File: src/rtl/mfe_pkg.sv
// ----------------------------------------------------------------------------
// mfe_pkg
// Types, codes, constants and helper functions of the frame encoder.
// ----------------------------------------------------------------------------
package mfe_pkg;

	localparam int ACT_W = 2;
	localparam int BYTE_W = 8;
	localparam int CFG_IDX_W = 2;
	localparam int CFG_DATA_W = 16;

	localparam logic [ACT_W-1:0] ACT_BYTE = 2'd0;
	localparam logic [ACT_W-1:0] ACT_LAST = 2'd1;
	localparam logic [ACT_W-1:0] ACT_END  = 2'd2;

	localparam logic [CFG_IDX_W-1:0] REG_FRAME_MODE    = 2'd0;
	localparam logic [CFG_IDX_W-1:0] REG_SLAVE_ADDRESS = 2'd1;
	localparam logic [CFG_IDX_W-1:0] REG_FUNCTION_CODE = 2'd2;
	localparam logic [CFG_IDX_W-1:0] REG_START_ADDRESS = 2'd3;

	localparam logic        RST_FRAME_MODE    = 1'b0;
	localparam logic [7:0]  RST_SLAVE_ADDRESS = 8'h01;
	localparam logic [7:0]  RST_FUNCTION_CODE = 8'h03;
	localparam logic [15:0] RST_START_ADDRESS = 16'h0000;

	localparam logic [7:0]  CHAR_STX   = 8'h02;
	localparam logic [7:0]  CHAR_COLON = 8'h3A;
	localparam logic [7:0]  CHAR_CR    = 8'h0D;
	localparam logic [7:0]  CHAR_LF    = 8'h0A;
	localparam logic [15:0] CRC_INIT   = 16'hFFFF;
	localparam logic [15:0] CRC_POLY   = 16'hA001;

	localparam logic [1:0] HDR_LAST_IDX   = 2'd3;
	localparam logic [1:0] TRL_LAST_ASCII = 2'd3;
	localparam logic [1:0] TRL_LAST_BIN   = 2'd1;

	typedef struct packed {
		logic             has_byte;
		logic             ends;
		logic [BYTE_W-1:0] data;
	} item_t;

	typedef struct packed {
		logic        frame_mode;
		logic [7:0]  slave_address;
		logic [7:0]  function_code;
		logic [15:0] start_address;
	} cfg_t;

	typedef enum logic [2:0] {
		PH_NEW,
		PH_STX,
		PH_COLON,
		PH_HDR,
		PH_DATA,
		PH_TRL
	} phase_t;

	function automatic logic [15:0] crc_update(input logic [15:0] crc, input logic [7:0] b);
		logic [15:0] c;
		c = crc ^ {8'h00, b};
		for (int i = 0; i < 8; i++) begin
			c = c[0] ? ((c >> 1) ^ CRC_POLY) : (c >> 1);
		end
		return c;
	endfunction

	function automatic logic [7:0] hex_char(input logic [3:0] n);
		return (n < 4'd10) ? (8'h30 + {4'h0, n}) : (8'h37 + {4'h0, n});
	endfunction

endpackage

File: src/rtl/mfe_front.sv
// ----------------------------------------------------------------------------
// mfe_front
// Input side: takes items, sorts them by action and drops unused codes.
// ----------------------------------------------------------------------------
module mfe_front (
	input  logic                       s_axis_tvalid,
	output logic                       s_axis_tready,
	input  logic [mfe_pkg::BYTE_W-1:0] s_axis_tdata,   // data_byte
	input  logic [mfe_pkg::ACT_W-1:0]  s_axis_tuser,   // action
	input  logic                       queue_full,
	output logic                       push,
	output mfe_pkg::item_t             item
);

	logic keep;

	always_comb begin
		item.data = s_axis_tdata;
		item.has_byte = 1'b0;
		item.ends = 1'b0;
		keep = 1'b1;
		case (s_axis_tuser)
			mfe_pkg::ACT_BYTE: item.has_byte = 1'b1;
			mfe_pkg::ACT_LAST: begin
				item.has_byte = 1'b1;
				item.ends = 1'b1;
			end
			mfe_pkg::ACT_END: item.ends = 1'b1;
			default: keep = 1'b0;
		endcase
	end

	assign s_axis_tready = !queue_full;
	assign push = s_axis_tvalid && !queue_full && keep;

endmodule

File: src/rtl/mfe_queue.sv
// ----------------------------------------------------------------------------
// mfe_queue
// Small first-in first-out queue of classified items between front and back.
// ----------------------------------------------------------------------------
module mfe_queue #(
	parameter int DEPTH = 4
) (
	input  logic           clk,
	input  logic           arst_n,
	input  logic           push,
	input  mfe_pkg::item_t push_item,
	input  logic           pop,
	output logic           full,
	output logic           head_valid,
	output mfe_pkg::item_t head
);

	localparam int AW = (DEPTH > 1) ? $clog2(DEPTH) : 1;
	localparam int CW = $clog2(DEPTH + 1);

	mfe_pkg::item_t mem_q [DEPTH];
	logic [AW-1:0] wr_ptr_q, rd_ptr_q;
	logic [CW-1:0] count_q;
	logic do_push, do_pop;

	assign full = (count_q == CW'(DEPTH));
	assign head_valid = (count_q != '0);
	assign head = mem_q[rd_ptr_q];
	assign do_push = push && !full;
	assign do_pop = pop && head_valid;

	always_ff @(posedge clk) begin
		if (do_push) begin
			mem_q[wr_ptr_q] <= push_item;
		end
	end

	always_ff @(posedge clk or negedge arst_n) begin
		if (!arst_n) begin
			wr_ptr_q <= '0;
			rd_ptr_q <= '0;
			count_q <= '0;
		end else begin
			if (do_push) begin
				wr_ptr_q <= (wr_ptr_q == AW'(DEPTH - 1)) ? '0 : wr_ptr_q + 1'b1;
			end
			if (do_pop) begin
				rd_ptr_q <= (rd_ptr_q == AW'(DEPTH - 1)) ? '0 : rd_ptr_q + 1'b1;
			end
			if (do_push && !do_pop) begin
				count_q <= count_q + 1'b1;
			end else if (do_pop && !do_push) begin
				count_q <= count_q - 1'b1;
			end
		end
	end

endmodule

File: src/rtl/mfe_back.sv
// ----------------------------------------------------------------------------
// mfe_back
// Output sequencer: expands each queued item into header, payload and
// trailer bytes, keeps the running CRC and LRC, drives the output register.
// ----------------------------------------------------------------------------
module mfe_back (
	input  logic                       clk,
	input  logic                       arst_n,
	input  mfe_pkg::cfg_t              cfg,
	input  logic                       head_valid,
	input  mfe_pkg::item_t             head,
	output logic                       pop,
	output logic                       m_axis_tvalid,
	input  logic                       m_axis_tready,
	output logic [mfe_pkg::BYTE_W-1:0] m_axis_tdata,   // out_byte
	output logic                       m_axis_tlast
);

	mfe_pkg::phase_t phase_q, phase_d, first_ph, ph;
	logic [1:0]  idx_q, idx_d;
	logic        nib_q, nib_d;
	logic        hdr_sent_q;
	logic [15:0] crc_q;
	logic [7:0]  lrc_q, lrc_neg, cur_byte, char_d;
	logic        ascii, fire, byte_done, acc, hdr_done, frame_end, last_d;
	logic [1:0]  trl_last;
	logic        out_valid_q, out_last_q;
	logic [7:0]  out_data_q;

	assign ascii = cfg.frame_mode;
	assign fire = head_valid && (!out_valid_q || m_axis_tready);
	assign byte_done = !ascii || nib_q;
	assign trl_last = ascii ? mfe_pkg::TRL_LAST_ASCII : mfe_pkg::TRL_LAST_BIN;
	assign lrc_neg = 8'h00 - lrc_q;

	always_comb begin
		if (!hdr_sent_q) begin
			first_ph = ascii ? mfe_pkg::PH_STX : mfe_pkg::PH_HDR;
		end else begin
			first_ph = head.has_byte ? mfe_pkg::PH_DATA : mfe_pkg::PH_TRL;
		end
		ph = (phase_q == mfe_pkg::PH_NEW) ? first_ph : phase_q;
	end

	always_comb begin
		cur_byte = head.data;
		if (ph == mfe_pkg::PH_HDR) begin
			case (idx_q)
				2'd0: cur_byte = cfg.slave_address;
				2'd1: cur_byte = cfg.function_code;
				2'd2: cur_byte = cfg.start_address[15:8];
				default: cur_byte = cfg.start_address[7:0];
			endcase
		end
	end

	// next state
	always_comb begin
		phase_d = phase_q;
		idx_d = idx_q;
		nib_d = nib_q;
		pop = 1'b0;
		hdr_done = 1'b0;
		frame_end = 1'b0;
		if (fire) begin
			case (ph)
				mfe_pkg::PH_STX: phase_d = mfe_pkg::PH_COLON;
				mfe_pkg::PH_COLON: begin
					phase_d = mfe_pkg::PH_HDR;
					idx_d = 2'd0;
					nib_d = 1'b0;
				end
				mfe_pkg::PH_HDR: begin
					if (byte_done) begin
						nib_d = 1'b0;
						if (idx_q == mfe_pkg::HDR_LAST_IDX) begin
							idx_d = 2'd0;
							hdr_done = 1'b1;
							phase_d = head.has_byte ? mfe_pkg::PH_DATA : mfe_pkg::PH_TRL;
						end else begin
							idx_d = idx_q + 2'd1;
							phase_d = mfe_pkg::PH_HDR;
						end
					end else begin
						nib_d = 1'b1;
						phase_d = mfe_pkg::PH_HDR;
					end
				end
				mfe_pkg::PH_DATA: begin
					if (byte_done) begin
						nib_d = 1'b0;
						idx_d = 2'd0;
						if (head.ends) begin
							phase_d = mfe_pkg::PH_TRL;
						end else begin
							phase_d = mfe_pkg::PH_NEW;
							pop = 1'b1;
						end
					end else begin
						nib_d = 1'b1;
						phase_d = mfe_pkg::PH_DATA;
					end
				end
				mfe_pkg::PH_TRL: begin
					if (idx_q == trl_last) begin
						phase_d = mfe_pkg::PH_NEW;
						idx_d = 2'd0;
						nib_d = 1'b0;
						pop = 1'b1;
						frame_end = 1'b1;
					end else begin
						idx_d = idx_q + 2'd1;
						phase_d = mfe_pkg::PH_TRL;
					end
				end
				default: phase_d = mfe_pkg::PH_NEW;
			endcase
		end
	end

	// outputs
	always_comb begin
		char_d = 8'h00;
		last_d = 1'b0;
		case (ph)
			mfe_pkg::PH_STX: char_d = mfe_pkg::CHAR_STX;
			mfe_pkg::PH_COLON: char_d = mfe_pkg::CHAR_COLON;
			mfe_pkg::PH_HDR, mfe_pkg::PH_DATA: begin
				if (ascii) begin
					char_d = mfe_pkg::hex_char(nib_q ? cur_byte[3:0] : cur_byte[7:4]);
				end else begin
					char_d = cur_byte;
				end
			end
			mfe_pkg::PH_TRL: begin
				if (ascii) begin
					case (idx_q)
						2'd0: char_d = mfe_pkg::hex_char(lrc_neg[7:4]);
						2'd1: char_d = mfe_pkg::hex_char(lrc_neg[3:0]);
						2'd2: char_d = mfe_pkg::CHAR_CR;
						default: begin
							char_d = mfe_pkg::CHAR_LF;
							last_d = 1'b1;
						end
					endcase
				end else begin
					char_d = idx_q[0] ? crc_q[15:8] : crc_q[7:0];
					last_d = idx_q[0];
				end
			end
			default: char_d = 8'h00;
		endcase
	end

	assign acc = fire && (ph == mfe_pkg::PH_HDR || ph == mfe_pkg::PH_DATA)
		&& (!ascii || !nib_q);

	always_ff @(posedge clk or negedge arst_n) begin
		if (!arst_n) begin
			phase_q <= mfe_pkg::PH_NEW;
			idx_q <= 2'd0;
			nib_q <= 1'b0;
			hdr_sent_q <= 1'b0;
			crc_q <= mfe_pkg::CRC_INIT;
			lrc_q <= 8'h00;
			out_valid_q <= 1'b0;
		end else begin
			phase_q <= phase_d;
			idx_q <= idx_d;
			nib_q <= nib_d;
			if (frame_end) begin
				hdr_sent_q <= 1'b0;
				crc_q <= mfe_pkg::CRC_INIT;
				lrc_q <= 8'h00;
			end else begin
				if (hdr_done) begin
					hdr_sent_q <= 1'b1;
				end
				if (acc) begin
					crc_q <= mfe_pkg::crc_update(crc_q, cur_byte);
					lrc_q <= lrc_q + cur_byte;
				end
			end
			if (fire) begin
				out_valid_q <= 1'b1;
			end else if (m_axis_tready) begin
				out_valid_q <= 1'b0;
			end
		end
	end

	always_ff @(posedge clk) begin
		if (fire) begin
			out_data_q <= char_d;
			out_last_q <= last_d;
		end
	end

	assign m_axis_tvalid = out_valid_q;
	assign m_axis_tdata = out_data_q;
	assign m_axis_tlast = out_last_q;

endmodule

File: src/rtl/modbus_frame_encoder.sv
// ----------------------------------------------------------------------------
// modbus_frame_encoder
// Modbus request frame encoder, binary with CRC-16 or ASCII hex with LRC.
// ----------------------------------------------------------------------------
// Usage: write frame_mode, slave_address, function_code and start_address
// through the cfg channel (index 0 to 3) while the block is idle. Payload
// items arrive on s_axis: tdata carries the byte, tuser the action (0 byte,
// 1 last byte, 2 end of frame with no byte; 3 is dropped). Frame bytes or
// characters leave on m_axis, one per cycle while the receiver is ready
// and items are queued, tlast on the final one. The header goes out ahead
// of the first item of a frame, the trailer after the item that ends it.
// An accepted item is registered in the queue, and its first output then
// in the single output register. A payload item yields one byte in binary
// mode and two characters in ASCII mode, the header four bytes (binary) or
// ten characters (ASCII), the trailer two bytes or four characters.
// A queue of QUEUE_DEPTH items lets the input run ahead of the output.
// Reset restores the register defaults and starts a new frame. When the
// receiver stalls the output holds and the queue fills, then s_axis_tready
// drops.
// ----------------------------------------------------------------------------
module modbus_frame_encoder #(
	parameter int QUEUE_DEPTH = 4
) (
	input  logic                           clk,
	input  logic                           arst_n,
	input  logic                           s_axis_tvalid,
	output logic                           s_axis_tready,
	input  logic [mfe_pkg::BYTE_W-1:0]     s_axis_tdata,   // data_byte
	input  logic [mfe_pkg::ACT_W-1:0]      s_axis_tuser,   // action
	output logic                           m_axis_tvalid,
	input  logic                           m_axis_tready,
	output logic [mfe_pkg::BYTE_W-1:0]     m_axis_tdata,   // out_byte
	output logic                           m_axis_tlast,
	input  logic                           cfg_valid,
	output logic                           cfg_ready,
	input  logic [mfe_pkg::CFG_IDX_W-1:0]  cfg_index,
	input  logic [mfe_pkg::CFG_DATA_W-1:0] cfg_data
);

	mfe_pkg::cfg_t  cfg_q;
	mfe_pkg::item_t push_item, head;
	logic push, pop, full, head_valid;

	assign cfg_ready = 1'b1;

	always_ff @(posedge clk or negedge arst_n) begin
		if (!arst_n) begin
			cfg_q.frame_mode <= mfe_pkg::RST_FRAME_MODE;
			cfg_q.slave_address <= mfe_pkg::RST_SLAVE_ADDRESS;
			cfg_q.function_code <= mfe_pkg::RST_FUNCTION_CODE;
			cfg_q.start_address <= mfe_pkg::RST_START_ADDRESS;
		end else if (cfg_valid) begin
			case (cfg_index)
				mfe_pkg::REG_FRAME_MODE: cfg_q.frame_mode <= cfg_data[0];
				mfe_pkg::REG_SLAVE_ADDRESS: cfg_q.slave_address <= cfg_data[7:0];
				mfe_pkg::REG_FUNCTION_CODE: cfg_q.function_code <= cfg_data[7:0];
				mfe_pkg::REG_START_ADDRESS: cfg_q.start_address <= cfg_data;
				default: cfg_q <= cfg_q;
			endcase
		end
	end

	mfe_front u_front (
		.s_axis_tvalid (s_axis_tvalid),
		.s_axis_tready (s_axis_tready),
		.s_axis_tdata  (s_axis_tdata),
		.s_axis_tuser  (s_axis_tuser),
		.queue_full    (full),
		.push          (push),
		.item          (push_item)
	);

	mfe_queue #(
		.DEPTH (QUEUE_DEPTH)
	) u_queue (
		.clk        (clk),
		.arst_n     (arst_n),
		.push       (push),
		.push_item  (push_item),
		.pop        (pop),
		.full       (full),
		.head_valid (head_valid),
		.head       (head)
	);

	mfe_back u_back (
		.clk           (clk),
		.arst_n        (arst_n),
		.cfg           (cfg_q),
		.head_valid    (head_valid),
		.head          (head),
		.pop           (pop),
		.m_axis_tvalid (m_axis_tvalid),
		.m_axis_tready (m_axis_tready),
		.m_axis_tdata  (m_axis_tdata),
		.m_axis_tlast  (m_axis_tlast)
	);

endmodule

File: config.mk
export PLATFORM = sky130hd
export DESIGN_NAME = modbus_frame_encoder
export DESIGN_NICKNAME = d
export VERILOG_FILES = /design/src/rtl/mfe_pkg.sv /design/src/rtl/mfe_front.sv /design/src/rtl/mfe_queue.sv /design/src/rtl/mfe_back.sv /design/src/rtl/modbus_frame_encoder.sv
export SDC_FILE = /design/constraint.sdc
export NUM_CORES = 1
export LEC_CHECK = 0
export BUFFER_PORTS_ARGS = -buffer_cell sky130_fd_sc_hd__buf_4
export CORE_MARGIN = 3
export CORE_UTILIZATION = 45
export DETAILED_ROUTE_END_ITERATION = 12
export SLEW_MARGIN = 15
export SYNTH_ARGS = -nofsm -noshare
export SYNTH_HDL_FRONTEND = slang
export SYNTH_SLANG_ARGS = --single-unit
File: constraint.sdc
create_clock -name clk -period 4 [get_ports clk]
set_clock_uncertainty 0.15 [all_clocks]
set_input_delay 0.2 -clock clk [delete_from_list [all_inputs] [get_ports clk]]
set_output_delay 0.2 -clock clk [all_outputs]
set_load 0.02 [all_outputs]
==> impl_metrics.json <==
{
  "syn_inst": 568,
  "cts_root_buf": "clkbuf_16",
  "required_ns": 4.18,
  "die_w_um": 126.6,
  "numPortBuffers": 43,
  "rsz0062_at_grt": "no",
  "p_int_uw": 4780,
  "place_congestion": 0.8615,
  "synthArstFlopShare": 0.5950,
  "layout.nets": 703,
  "grt_pass1_wl_um": 24140,
  "num_rows": 43,
  "tightest_slew_ns": 0.9248,
  "finalCritPeriodShare": 0.9117,
  "ant_nets": 0,
  "ys_ff_latch": 121,
  "grt_usage": 0.1921,
  "slew_headroom": 0.3835,
  "syn-mean-instance-area_um2": 11.52,
  "p_leak_uw": 0.003216,
  "start_kind": "flip-flop",
  "path_class": "flip-flop to flip-flop",
  "place_hpwl_um": 10270,
  "combPwrFrac": 0.541,
  "crit_arrival_ns": 3.83,
  "end_kind": "flip-flop",
  "final-hold-violation-count": 0,
  "p_per_area_nw_per_um2": 1005,
  "r2r_slack_ns": 0.35,
  "synthToLayoutAreaGrowth_pct": 22.39,
  "synth-edff-count": 49,
  "routed_wl_um": 14380,
  "p_clk_frac": 0.197,
  "initial_core_util": 0.4660,
  "p_switching_uw": 3272,
  "min_from": "cfg_index[0]",
  "max_freq_mhz": 274.2,
  "die-area_um2": 16030,
  "fillers": 1197,
  "worst_slack_ns": 0.3531,
  "yosysTopAreaCellShare": 0.2249,
  "final_layout_size_suffix_gt1_frac": 0.2629,
  "status": "complete, no violations",
  "vias": 4604,
  "cts_tree": "done",
  "ir_worst_vdd_mv": 0.5299,
  "antenna_found_initial": 0,
  "r2r_start": "u_back.phase_q[1]$_DFFE_PN0P_",
  "fin_setup_tns_ns": 0,
  "hold_path_depth": 3,
  "regToRegEndpoint": "u_back.lrc_q[7]$_DFFE_PN0P_",
  "slew_viol_final": 0,
  "grt_pass1_vias": 4619,
  "synth_area_leaders": "edfxtp_1, dfrtp_1, dfstp_2",
  "syn_area_um2": 6544,
  "seqPwrFrac": 0.261,
  "setup_viol": 0,
  "ys_types": 63,
  "min_to": "cfg_q[32]$_DFFE_PN0P_",
  "max_cap_viol_count": 0,
  "core-area_um2": 14040,
  "yosys.area.top_type": "edfxtp_1",
  "synth_common_cells": "dfrtp_1, edfxtp_1, nor2_1",
  "swShare": 0.4063,
  "grt_max_degree": 73,
  "yosysWarnings": 0,
  "clock_path_buffers": 2,
  "ios": 45,
  "path_clk_slew_ns": 0.06,
  "synth_ff_type": "dfrtp_1",
  "first_pass_iters": 6,
  "cts_made_buffers": 17,
  "dr.first_iter.drc_count": 382,
  "period_needed_ns": 3.647,
  "cp_max_fo": 11,
  "post-synth-top-count-cell": "dfrtp_1",
  "whs_ns": 0.02546,
  "wl_per_cell_um": 17.16,
  "overflow": 0,
  "synth_nets": 626,
  "drc": 0,
  "preCtsSetupSlack_ns": 0.08503,
  "antennaDiodeCount": 0,
  "die_y_um": 126.6,
  "routed_via_density": 5.494,
  "hp-class": "input pin to flip-flop",
  "clock_sinks": 121,
  "clock_latency_ns": 0.42,
  "reg2regPathDepth": 14,
  "h-tree-depth": 4,
  "yosysSeqAreaShare": 0.5038
}
through the flow:
step / instances / total power (uW) / utilization / cell area, um^2
after floorplan: 568 / 5390 / - / 6544
after global placement: 778 / 6323 / 0.5049 / 7091
after detailed placement: 778 / 6402 / 0.5049 / 7091
after CTS: 836 / 8041 / 0.5672 / 7965
after global routing: 838 / 8666 / 0.5703 / 8009
final: 838 / 8052 / 0.5703 / 8009
worst max-delay path by stage:
stage,startpoint,end,slack (ns),cells after the start
2_1_floorplan,u_back.idx_q[0]$_DFFE_PN0P_,u_back.lrc_q[7]$_DFFE_PN0P_,0.28,17
3_3_place_gp,u_back.phase_q[1]$_DFFE_PN0P_,u_back.lrc_q[7]$_DFFE_PN0P_,0.17,14
3_5_place_dp,u_back.phase_q[1]$_DFFE_PN0P_,u_back.lrc_q[7]$_DFFE_PN0P_,0.09,14
4_1_cts,u_back.phase_q[1]$_DFFE_PN0P_,u_back.lrc_q[7]$_DFFE_PN0P_,0.05,14
5_1_grt,u_back.idx_q[1]$_DFFE_PN0P_,u_back.lrc_q[7]$_DFFE_PN0P_,0.09,15
6_report,u_back.phase_q[1]$_DFFE_PN0P_,u_back.lrc_q[7]$_DFFE_PN0P_,0.35,14
flip-flops by register name (all words and copies together), names as in the netlist:
name / flops
cfg_q: 33
u_back.crc_q: 16
u_back.hdr_sent_q: 1
u_back.idx_q: 2
u_back.lrc_q: 8
u_back.m_axis_tdata: 8
u_back.m_axis_tlast: 1
u_back.m_axis_tvalid: 1
u_back.nib_q: 1
u_back.phase_q: 3
u_queue.count_q: 3
u_queue.mem_q: 40
u_queue.rd_ptr_q: 2
u_queue.wr_ptr_q: 2
power by group through the flow:
stage | combinational (uW) | clock, uW | sequential [uW]
floorplan | 3370 | 0 | 2020
global placement | 4210 | 0 | 2110
detailed placement | 4270 | 0 | 2130
CTS | 4310 | 1620 | 2110
global route | 4830 | 1670 | 2170
finish | 4360 | 1590 | 2100
layout make-up:
| type | count | area [um^2] | area share |
|---|---|---|---|
| multi-input combinational | 391 | 3033 | 0.3787 |
| inverter | 25 | 93.84 | 0.01172 |
| clock inverter | 14 | 185.2 | 0.02312 |
| clock buffer | 18 | 429.2 | 0.05359 |
| tap | 180 | 225.2 | 0.02812 |
| timing repair buffer | 89 | 745.7 | 0.09311 |
| sequential | 121 | 3297 | 0.4117 |
what timing repair did:
action / CTS / global route
endpoints found under the hold margin: 119 / 0
gates resized for setup: 0 / 3
hold buffers: 26 / 0
buffers inserted: 0 / 2
setup endpoints to repair: 0 / 3
cell families after synthesis:
kind of cell / after synthesis / share of synthesized area
AND/OR/NAND/NOR: 130 / 0.09159
AO/OA/AOI/OAI: 127 / 0.1266
flip-flops: 121 / 0.5038
multiplexers: 64 / 0.1247
buffers and inverters: 56 / 0.03575
XOR/XNOR: 44 / 0.06692
adder cells (fa/ha/maj): 25 / 0.05010
other: 1 / 0.0005731
layer usage:
metal	up-vias	global-route usage	part of all wire
met4	0	0.07066	0.019
met2	104	0.2951	0.46
met1	2256	0.2707	0.48
met5	-	0	0
met3	22	0.04042	0.043
li1	2222	-	-
critical path: stages (launching register included):
cell,delay (ns)
dfrtp_1,0.48
or4_4,0.59
a21oi_4,0.19
buf_12,0.16
mux2i_2,0.36
inv_1,0.09
ha_1,0.32
a21oi_1,0.22
o21bai_1,0.09
a21oi_1,0.24
o21bai_1,0.09
a21oi_1,0.17
xnor2_1,0.16
a21oi_1,0.09
o22ai_1,0.16
cell usage in the layout, fill, tap and decap left out, drive strengths merged, types with 26 or more instances in the layout:
cell type    Yosys  final
mux2            37     37
edfxtp          49     49
dfrtp           53     53
buf              6     63
nand2           41     41
inv             25     31
o21ai           33     33
a21oi           38     38
dlygate4sd3      0     26
nor2            42     42
xnor2           30     30
(Power assumes the default switching activity.)
